[config.mk]
export PLATFORM = sky130hd
export DESIGN_NAME = lesp_ram
export DESIGN_NICKNAME = d
export VERILOG_FILES = /design/src/hdl/lesp_ram.sv
export SDC_FILE = /design/constraint.sdc
export NUM_CORES = 1
export LEC_CHECK = 0
export ABC_AREA = 1
export ABC_CLOCK_PERIOD_IN_PS = 2800
export BUFFER_PORTS_ARGS = -buffer_cell sky130_fd_sc_hd__buf_2
export CAP_MARGIN = 10
export CORE_ASPECT_RATIO = 1.2
export CORE_MARGIN = 2
export CORE_UTILIZATION = 45
export CTS_CLUSTER_DIAMETER = 40
export DETAILED_ROUTE_END_ITERATION = 8
export GPL_ROUTABILITY_DRIVEN = 0
export PLACE_DENSITY_LB_ADDON = 0.05
export SYNTH_ARGS = -nofsm -noshare
export SYNTH_HDL_FRONTEND = slang
export SYNTH_SLANG_ARGS = --single-unit
[constraint.sdc]
create_clock -name clk -period 2.8 [get_ports clk]
set_clock_uncertainty 0.15 [all_clocks]
set_input_delay 0.28 -clock clk [delete_from_list [all_inputs] [get_ports clk]]
set_output_delay 0.28 -clock clk [all_outputs]
set_load 0.005 [all_outputs]
[src/hdl/lesp_ram.sv]
// Generic single-port synchronous RAM with registered read.
// No dependencies.
module lesp_ram #(
  parameter int WIDTH = 8,
  parameter int DEPTH = 16
) (
  input  logic                     clk,
  input  logic                     we,
  input  logic [$clog2(DEPTH)-1:0] addr,
  input  logic [WIDTH-1:0]         wdata,
  output logic [WIDTH-1:0]         rdata
);
  logic [WIDTH-1:0] mem [DEPTH];
  always_ff @(posedge clk) begin
    if (we) begin
      mem[addr] <= wdata;
    end
    rdata <= mem[addr];
  end
endmodule

; ---- Word level (Yosys, flattened, before mapping)
; Memory sizes are Yosys's and may differ from the RTL's. A register that Yosys moved wholly into a read port is not among the register bits.
; Index checks and enable logic that the tools add are counted.
; Widths: inputs -> output; s select.
[word_totals]
regBits = 0
latch_bits = 0
ramBits = 128
mem_bits_ro = 0
input_bits = 14
out_inout_bits = 8
wordCells = 3
n_memories = 1
[classes]
add_sub_neg = 0
multipliers = 0
div = 0
order_cmp = 0
eq_ne = 0
shifts = 0
mux = 2
n_bitwise = 0
n_reduce_logical = 0
[memory_table]
columns = memory, depth, word_bits, read_ports, rd_ports_with_merged_regs, wr, line_no
row1 = mem, 16, 8, 1, 1, 1, 13  ; logic [WIDTH-1:0] mem [DEPTH];
[op_table]
columns = op, count
row1 = $mux 1, 2

; ---- Depth between registers and ports, before layout
; Gate-level depths: netlist (run 1).
[logic_depth]
depth_word = 2
mapped_depth = 11
depth_no_buf = 9

; ---- Least setup slack after synthesis (run 1)
; OpenSTA, ideal clock, no wires.
[synth_path]
path_type = input-to-reg
from = input addr[1]
to = memory mem[3][0], enable pin
setup_time_ps = 370
arrival_time_ps = 1287
required_ps = 2280
slack_ps = 993
stages = 4
path_buffers = 2
path_cell_list = buf_2 clkbuf_1 nand3_1 nor2_1
[synth_rtl]
columns = item, line_no
row1 = "start, declared", 9  ; input logic [$clog2(DEPTH)-1:0] addr,
row2 = "end, declared", 13
; No word-level cell before the write port.

; ---- Final worst setup path (run 1)
[layout_path]
from = input addr[1]
to = memory mem[14][0], enable pin
; No word-level cell before the write port.

==> flow_metrics.py, run 1 <==
metrics = {
    "min_path": {
        "worst_hold_path.num_cells": 1,
        "worst_hold_path_type": "in2reg",
        "timing.hold.worst_endpoint": "mem[3][4]",
        "worstHoldStart": "wdata[4]",
    },
    "critical_path": {
        "reg_to_reg_end": "rdata[3]",
        "critical_path_sink_type": "flop",
        "data_arrival_at_the_endpoint_of_the_critical_path_ns": 1.70,
        "timing.setup.critical_path_class": "in2reg",
        "cpMaxStageDelayCell": "sky130_fd_sc_hd__nor2_1",
        "worst_path_dominant_cell_family": "simple AND/OR/NAND/NOR gates",
        "critPathLaunchType": "input port",
        "critPathMaxStageDelay_ns": 0.59,
        "reg2reg_setup_slack_ns": 1.62,
        "path_buf_inv": 2,
        "wp_data_required_ns": 2.69,
        "rr_worst_depth": 8,
        "crit_path_cell_trace": "buf_2, buf_4, nand3_1, nor2_1",
        "worst_r2r_startpoint": "mem[4][3]",
        "worst_path_fanout_max": 18,
    },
    "logic_synthesis": {
        "synth-seq-cells": 136,
        "synthesized_instance_count": 548,
        "syn-mean-instance-area_um2": 10.21,
        "synthDistinctLibCells": 11,
        "syn-num-nets": 562,
        "synth_seq_area_share": 0.7159,
        "synth.cell_area_um2": 5593,
        "ys.warnings.count": 0,
    },
    "finish": {
        "fillCellCount": 1112,
        "drive_above_1_share": 0.09199,
        "antenna_diode_count": 0,
        "finalNetCount": 588,
        "area_delta_synth_final_pct": 14.16,
        "layout_common_cells": "346 x sky130_fd_sc_hd__nand2_1, 128 x sky130_fd_sc_hd__edfxtp_1, 21 x sky130_fd_sc_hd__inv_1, 21 x sky130_fd_sc_hd__buf_2, 18 x sky130_fd_sc_hd__nor2_1",
        "layoutNonFillerInstCount": 748,
        "final_common_cell": "sky130_fd_sc_hd__nand2_1",
    },
    "grt": {
        "pin_count_of_the_biggest_net_entering_global_routing": 49,
        "wire_length_of_the_first_global_routing_pass_um": 19950,
        "grt_pass1_vias": 3622,
        "antenna_found_initial": 0,
        "globalRouteOverflowTotal": 0,
        "grt_use_total": 0.2035,
    },
    "sta": {
        "setup_violation_total_in_the_final_timing_report": 0,
        "tightestPinTransition_ns": 0.6824,
        "fmax_mhz": 553.6,
        "layout_min_cycle_time_ns": 1.806,
        "share_of_the_clock_period_used_by_the_worst_path_after_layout": 0.6451,
        "timing.slew.headroom": 0.5434,
        "final_hold_viol_count": 0,
        "maxSlewViolCount": 0,
        "rsz_0062_raised_after_global_routing": "false",
        "final.hold.worst_slack_ns": 0.1777,
        "totalNegativeSetupSlack_ns": 0,
    },
    "cts": {
        "post_cts.resized_instances": 0,
        "worst_setup_hold_path_clk_slew_ns": 0.05,
        "cts_max_level": 4,
        "clock_tree_from_tritoncts": "yes",
        "postCtsHoldBufs": 0,
        "numCtsBuffers": 17,
        "number_of_setup_buffers_added_after_cts": 0,
        "cts_max_path_bufs": 2,
        "clockRootBuffer": "sky130_fd_sc_hd__clkbuf_16",
        "tritoncts_num_sinks": 136,
        "clock_latency_of_the_later_clocked_register_in_the_worst_skew_pair_ns": 0.41,
    },
    "floorplanning": {
        "chipHeight_um": 126.1,
        "initial_utilization": 0.4618,
        "floorplan.io_pins": 22,
        "placementRows": 44,
        "chip_width_um": 105.8,
        "dieArea_um2": 13340,
        "core-area_um2": 12110,
    },
    "power": {
        "cellInternalPower_mw": 3.649,
        "clkPwrFrac": 0.447,
        "vdd_drop_max_v": 0.0004153,
        "power_frac_comb": 0.059,
        "seqPwrFrac": 0.495,
        "net-switching-power_uw": 979.3,
        "post-layout-total-power_mw": 4.629,
        "netSwitchingFraction": 0.2116,
        "power_per_cell_area_nw_per_um2": 724.9,
        "p_leak_nw": 2.720,
    },
    "drt": {
        "route.antenna.remaining_nets": 0,
        "initialDrtViolationCount": 254,
        "drt_drc_violations_left": 0,
        "num_vias": 3645,
        "first_pass_iters": 5,
        "avgViaCountPerCell": 4.873,
        "post_drt_wl_per_cell_um": 17.12,
        "routed_wl_um": 12810,
    },
    "placed_design": {
        "placed_cells_incl_taps": 716,
        "hpwl_um": 8114,
        "port_buffers": 21,
    },
    "status": {
        "status": "finished, final reports clean",
    },
    "flow_run": {
        "drv.max_cap_violation_count": 0,
    },
}
==> routing by layer <==
layer	global-route usage	part of all wire
met1	0.2637	0.45
met5	0	0
met3	0.03934	0.045
met2	0.3457	0.49
met4	0.06656	0.016
==> area by class of cell <==
| class | instances | area (µm²) | share of cell area |
|---|---|---|---|
| tap | 161 | 201.4 | 0.03155 |
| timing repair buffer | 28 | 157.7 | 0.02469 |
| clock buffer | 23 | 447.9 | 0.07015 |
| clock inverter | 9 | 101.3 | 0.01587 |
| inverter | 23 | 86.33 | 0.01352 |
| multi-input combinational | 368 | 1386 | 0.2171 |
| sequential | 136 | 4004 | 0.6271 |
==> worst reg2reg max path, delay by kind of cell (launching register included) <==
kind | cells | cell delay, ns
AND/OR/NAND/NOR | 7 | 0.46
flip-flops | 1 | 0.39
buffers and inverters | 1 | 0.05
==> flip-flops by register name, summed over array words and instances, names as in the netlist <==
register and count:
rdata 8, mem 128
==> metrics by stage <==
| stage | area, µm² | worst slack, ns | util |
|---|---|---|---|
| 3_5_place_dp | 5836 | 0.5511 | 0.4818 |
| 2_1_floorplan | 5593 | 0.9928 | - |
| 4_1_cts | 6385 | 0.9704 | 0.5272 |
| 3_3_place_gp | 5836 | 0.6041 | 0.4818 |
| 6_report | 6385 | 0.9937 | 0.5272 |
| 5_1_grt | 6385 | 0.8516 | 0.5272 |
==> power groups by stage <==
stage	sequential, mW	clock, mW	combinational [mW]
after floorplan	2.33	0	0.157
after CTS	2.29	2.09	0.275
after global routing	2.29	2.18	0.308
after global placement	2.33	0	0.272
final	2.29	2.07	0.271
after detailed placement	2.33	0	0.273
==> cell usage after synthesis <==
cell                       count  area share
sky130_fd_sc_hd__nand2_1     346        0.23
sky130_fd_sc_hd__edfxtp_1    128        0.69
sky130_fd_sc_hd__inv_1        21       0.014
sky130_fd_sc_hd__nor2_1       18       0.012
sky130_fd_sc_hd__buf_2        12       0.011
sky130_fd_sc_hd__dfxtp_1       8       0.029
sky130_fd_sc_hd__buf_4         6      0.0081
sky130_fd_sc_hd__nand3_1       4      0.0036
sky130_fd_sc_hd__clkbuf_1      3      0.0020
sky130_fd_sc_hd__clkinv_1      1     0.00067
sky130_fd_sc_hd__inv_2         1     0.00067
==> kinds of logic (layout without fill, tap and decap cells) <==
| kind of cell | after synthesis | count (layout) | share of synthesized area |
|---|---|---|---|
| flip-flops | 136 | 136 | 0.7159 |
| AND/OR/NAND/NOR | 368 | 368 | 0.2479 |
| buffers and inverters | 44 | 83 | 0.03624 |
==> worst max-delay path by stage <==
stage                     startpoint         end  cells after the start
final                        addr[1]  mem[14][0]                      4
after global routing         addr[1]  mem[14][0]                      4
after CTS                    addr[1]  mem[14][0]                      4
after detailed placement     addr[1]   mem[6][2]                      4
after global placement       addr[1]   mem[6][3]                      4
after floorplan              addr[1]   mem[3][0]                      4
Note: power is estimated with default switching activity, not from simulation.
==> run 2, diff against run 1 <==
--- a/config.mk
+++ b/config.mk
@@ -6,7 +6,7 @@
 export NUM_CORES = 1
 export LEC_CHECK = 0
 export ABC_AREA = 1
-export ABC_CLOCK_PERIOD_IN_PS = 2800
+export ABC_CLOCK_PERIOD_IN_PS = 1600
 export BUFFER_PORTS_ARGS = -buffer_cell sky130_fd_sc_hd__buf_2
 export CAP_MARGIN = 10
 export CORE_ASPECT_RATIO = 1.2
==> constraint.sdc (replaced) <==
create_clock -name clk -period 1.6 [get_ports clk]
set_clock_uncertainty 0.15 [all_clocks]
set_input_delay 0.16 -clock clk [delete_from_list [all_inputs] [get_ports clk]]
set_output_delay 0.16 -clock clk [all_outputs]
set_load 0.005 [all_outputs]
==> run 2 against run 1 <==
Compared with the run above: non-clock buffer count is 19 higher; largest power group is now clock; critical path type unchanged; critical path depth unchanged; flip-flop and latch count unchanged.
==> flow_metrics.py, run 2 (synthesis gave the netlist of run 1 again) <==
metrics = {
    "grt": {
        "pin_count_of_the_biggest_net_entering_global_routing": 34,
        "wire_length_of_the_first_global_routing_pass_um": 19310,
        "grt_use_total": 0.1970,
        "grt_pass1_vias": 3745,
        "antenna_found_initial": 0,
        "globalRouteOverflowTotal": 0,
    },
    "finish": {
        "antenna_diode_count": 0,
        "post_layout_utilization_of_the_core": 0.5509,
        "final_area_um2": 6673,
        "area_delta_synth_final_pct": 19.31,
        "finalNetCount": 607,
        "drive_above_1_share": 0.1386,
        "final_common_cell": "sky130_fd_sc_hd__nand2_1",
        "fillCellCount": 1077,
        "layout_common_cells": "346 x sky130_fd_sc_hd__nand2_1, 128 x sky130_fd_sc_hd__edfxtp_1, 23 x sky130_fd_sc_hd__buf_4",
        "largest_reg_flops": 128,
        "reg.largest.list": "mem: 128 flops, rdata: 8 flops",
        "top_register": "mem",
    },
    "critical_path": {
        "worst_path_fanout_max": 8,
        "critical_path_sink_type": "flop",
        "wp_data_required_ns": 1.51,
        "timing.setup.critical_path_class": "in2reg",
        "critPathLaunchType": "input port",
        "data_arrival_at_the_endpoint_of_the_critical_path_ns": 1.10,
    },
    "floorplanning": {
        "dieArea_um2": 13340,
        "floorplan.io_pins": 22,
        "chipHeight_um": 126.1,
        "chip_width_um": 105.8,
        "core-area_um2": 12110,
        "initial_utilization": 0.4618,
        "placementRows": 44,
    },
    "cts": {
        "cts_max_level": 4,
        "clock_tree_from_tritoncts": "yes",
        "number_of_setup_buffers_added_after_cts": 0,
        "cts_max_path_bufs": 2,
        "tritoncts_num_sinks": 136,
        "post_cts.resized_instances": 0,
        "worst_setup_hold_path_clk_slew_ns": 0.06,
        "clock_latency_of_the_later_clocked_register_in_the_worst_skew_pair_ns": 0.41,
        "clockRootBuffer": "sky130_fd_sc_hd__clkbuf_16",
        "numCtsBuffers": 17,
        "postCtsHoldBufs": 0,
    },
    "sta": {
        "layout_setup_ws_ns": 0.4123,
        "share_of_the_clock_period_used_by_the_worst_path_after_layout": 0.7423,
        "timing.slew.headroom": 0.7097,
        "final_hold_viol_count": 0,
        "layout_min_cycle_time_ns": 1.188,
        "rsz_0062_raised_after_global_routing": "false",
        "maxSlewViolCount": 0,
        "setup_violation_total_in_the_final_timing_report": 0,
        "tightestPinTransition_ns": 0.4355,
        "fmax_mhz": 842.0,
    },
    "power": {
        "post-layout-total-power_mw": 8.678,
        "p_leak_nw": 2.870,
        "power_frac_comb": 0.058,
        "power_per_cell_area_nw_per_um2": 1301,
        "clkPwrFrac": 0.481,
        "vdd_drop_max_v": 0.0006360,
        "seqPwrFrac": 0.461,
        "cellInternalPower_mw": 6.897,
        "netSwitchingFraction": 0.2053,
        "net-switching-power_mw": 1.782,
    },
    "drt": {
        "avgViaCountPerCell": 4.752,
        "first_pass_iters": 4,
        "num_vias": 3645,
        "routed_wl_um": 12350,
        "initialDrtViolationCount": 190,
        "post_drt_wl_per_cell_um": 16.11,
        "route.antenna.remaining_nets": 0,
        "drt_drc_violations_left": 0,
    },
    "status": {
        "status": "finished, final reports clean",
    },
    "placed_design": {
        "dpl_worst_slack_ns": -0.04349,
        "hpwl_um": 7950,
        "postPlaceCellArea_um2": 6036,
        "port_buffers": 21,
    },
    "flow_run": {
        "drv.max_cap_violation_count": 0,
    },
    "min_path": {
        "worst_hold_path_type": "in2reg",
    },
}
==> run 2: changes by cell type in the layout (fill, tap and decap cells not counted) <==
cell	change
sky130_fd_sc_hd__clkinvlp_4	-1
sky130_fd_sc_hd__nor2_2	+8
sky130_fd_sc_hd__nor2_1	-8
sky130_fd_sc_hd__buf_12	+3
sky130_fd_sc_hd__buf_4	+16
sky130_fd_sc_hd__clkinv_2	-2
sky130_fd_sc_hd__bufinv_16	+3
sky130_fd_sc_hd__clkinv_4	+3
sky130_fd_sc_hd__clkbuf_1	-3
==> run 2: layout make-up <==
cell class	count	area [µm²]	share of cell area
flip-flops and latches	136	4004	0.6000
multi-input cells	368	1406	0.2108
clock buffers	20	436.7	0.06544
repair buffers	47	337.8	0.05063
well taps	161	201.4	0.03019
clock inverters	12	200.2	0.03000
inverters	23	86.33	0.01294
==> run 2: power groups by stage <==
stage	combinational (mW)	sequential, mW	clock, mW
6_report	0.499	4.00	4.18
5_1_grt	0.568	4.01	4.37
4_1_cts	0.509	4.00	4.22
3_5_place_dp	0.507	4.08	0
3_3_place_gp	0.508	4.08	0
2_1_floorplan	0.278	4.08	0
==> run 2: metrics by stage <==
stage	hold slack, ns	setup TNS, ns	cells
after CTS	0.02313	0	767
after global placement	0.3862	0	735
after floorplan	0.1089	-4.926	548
after global routing	0.03669	0	767
after detailed placement	0.3857	-0.4908	735
final	0.02921	0	767
==> run 2: worst max-delay path: stages <==
cell and delay (ns):
sky130_fd_sc_hd__buf_2 0.14, sky130_fd_sc_hd__clkinv_1 0.09, sky130_fd_sc_hd__nand3_1 0.26, sky130_fd_sc_hd__nor2_2 0.45
==> run 2: routing by layer <==
layer / part of all wire / wire [µm] / vias to the layer above / track usage
met5: 0 / 0 / - / 0
met4: 0.018 / 223 / 0 / 0.07585
met3: 0.032 / 401 / 18 / 0.03416
met2: 0.51 / 6255 / 77 / 0.3381
met1: 0.44 / 5474 / 1704 / 0.2496
li1: - / - / 1846 / -
==> run 2: final timing paths <==
path,slack [ns],cells after the start,start,endpoint
worst max-delay path,0.41,4,addr[1],mem[5][0]
worst min-delay path,0.03,1,wdata[0],mem[7][0]
worst max register to register,0.41,8,mem[7][4],rdata[4]
worst min register to register,0.55,8,mem[9][5],rdata[5]
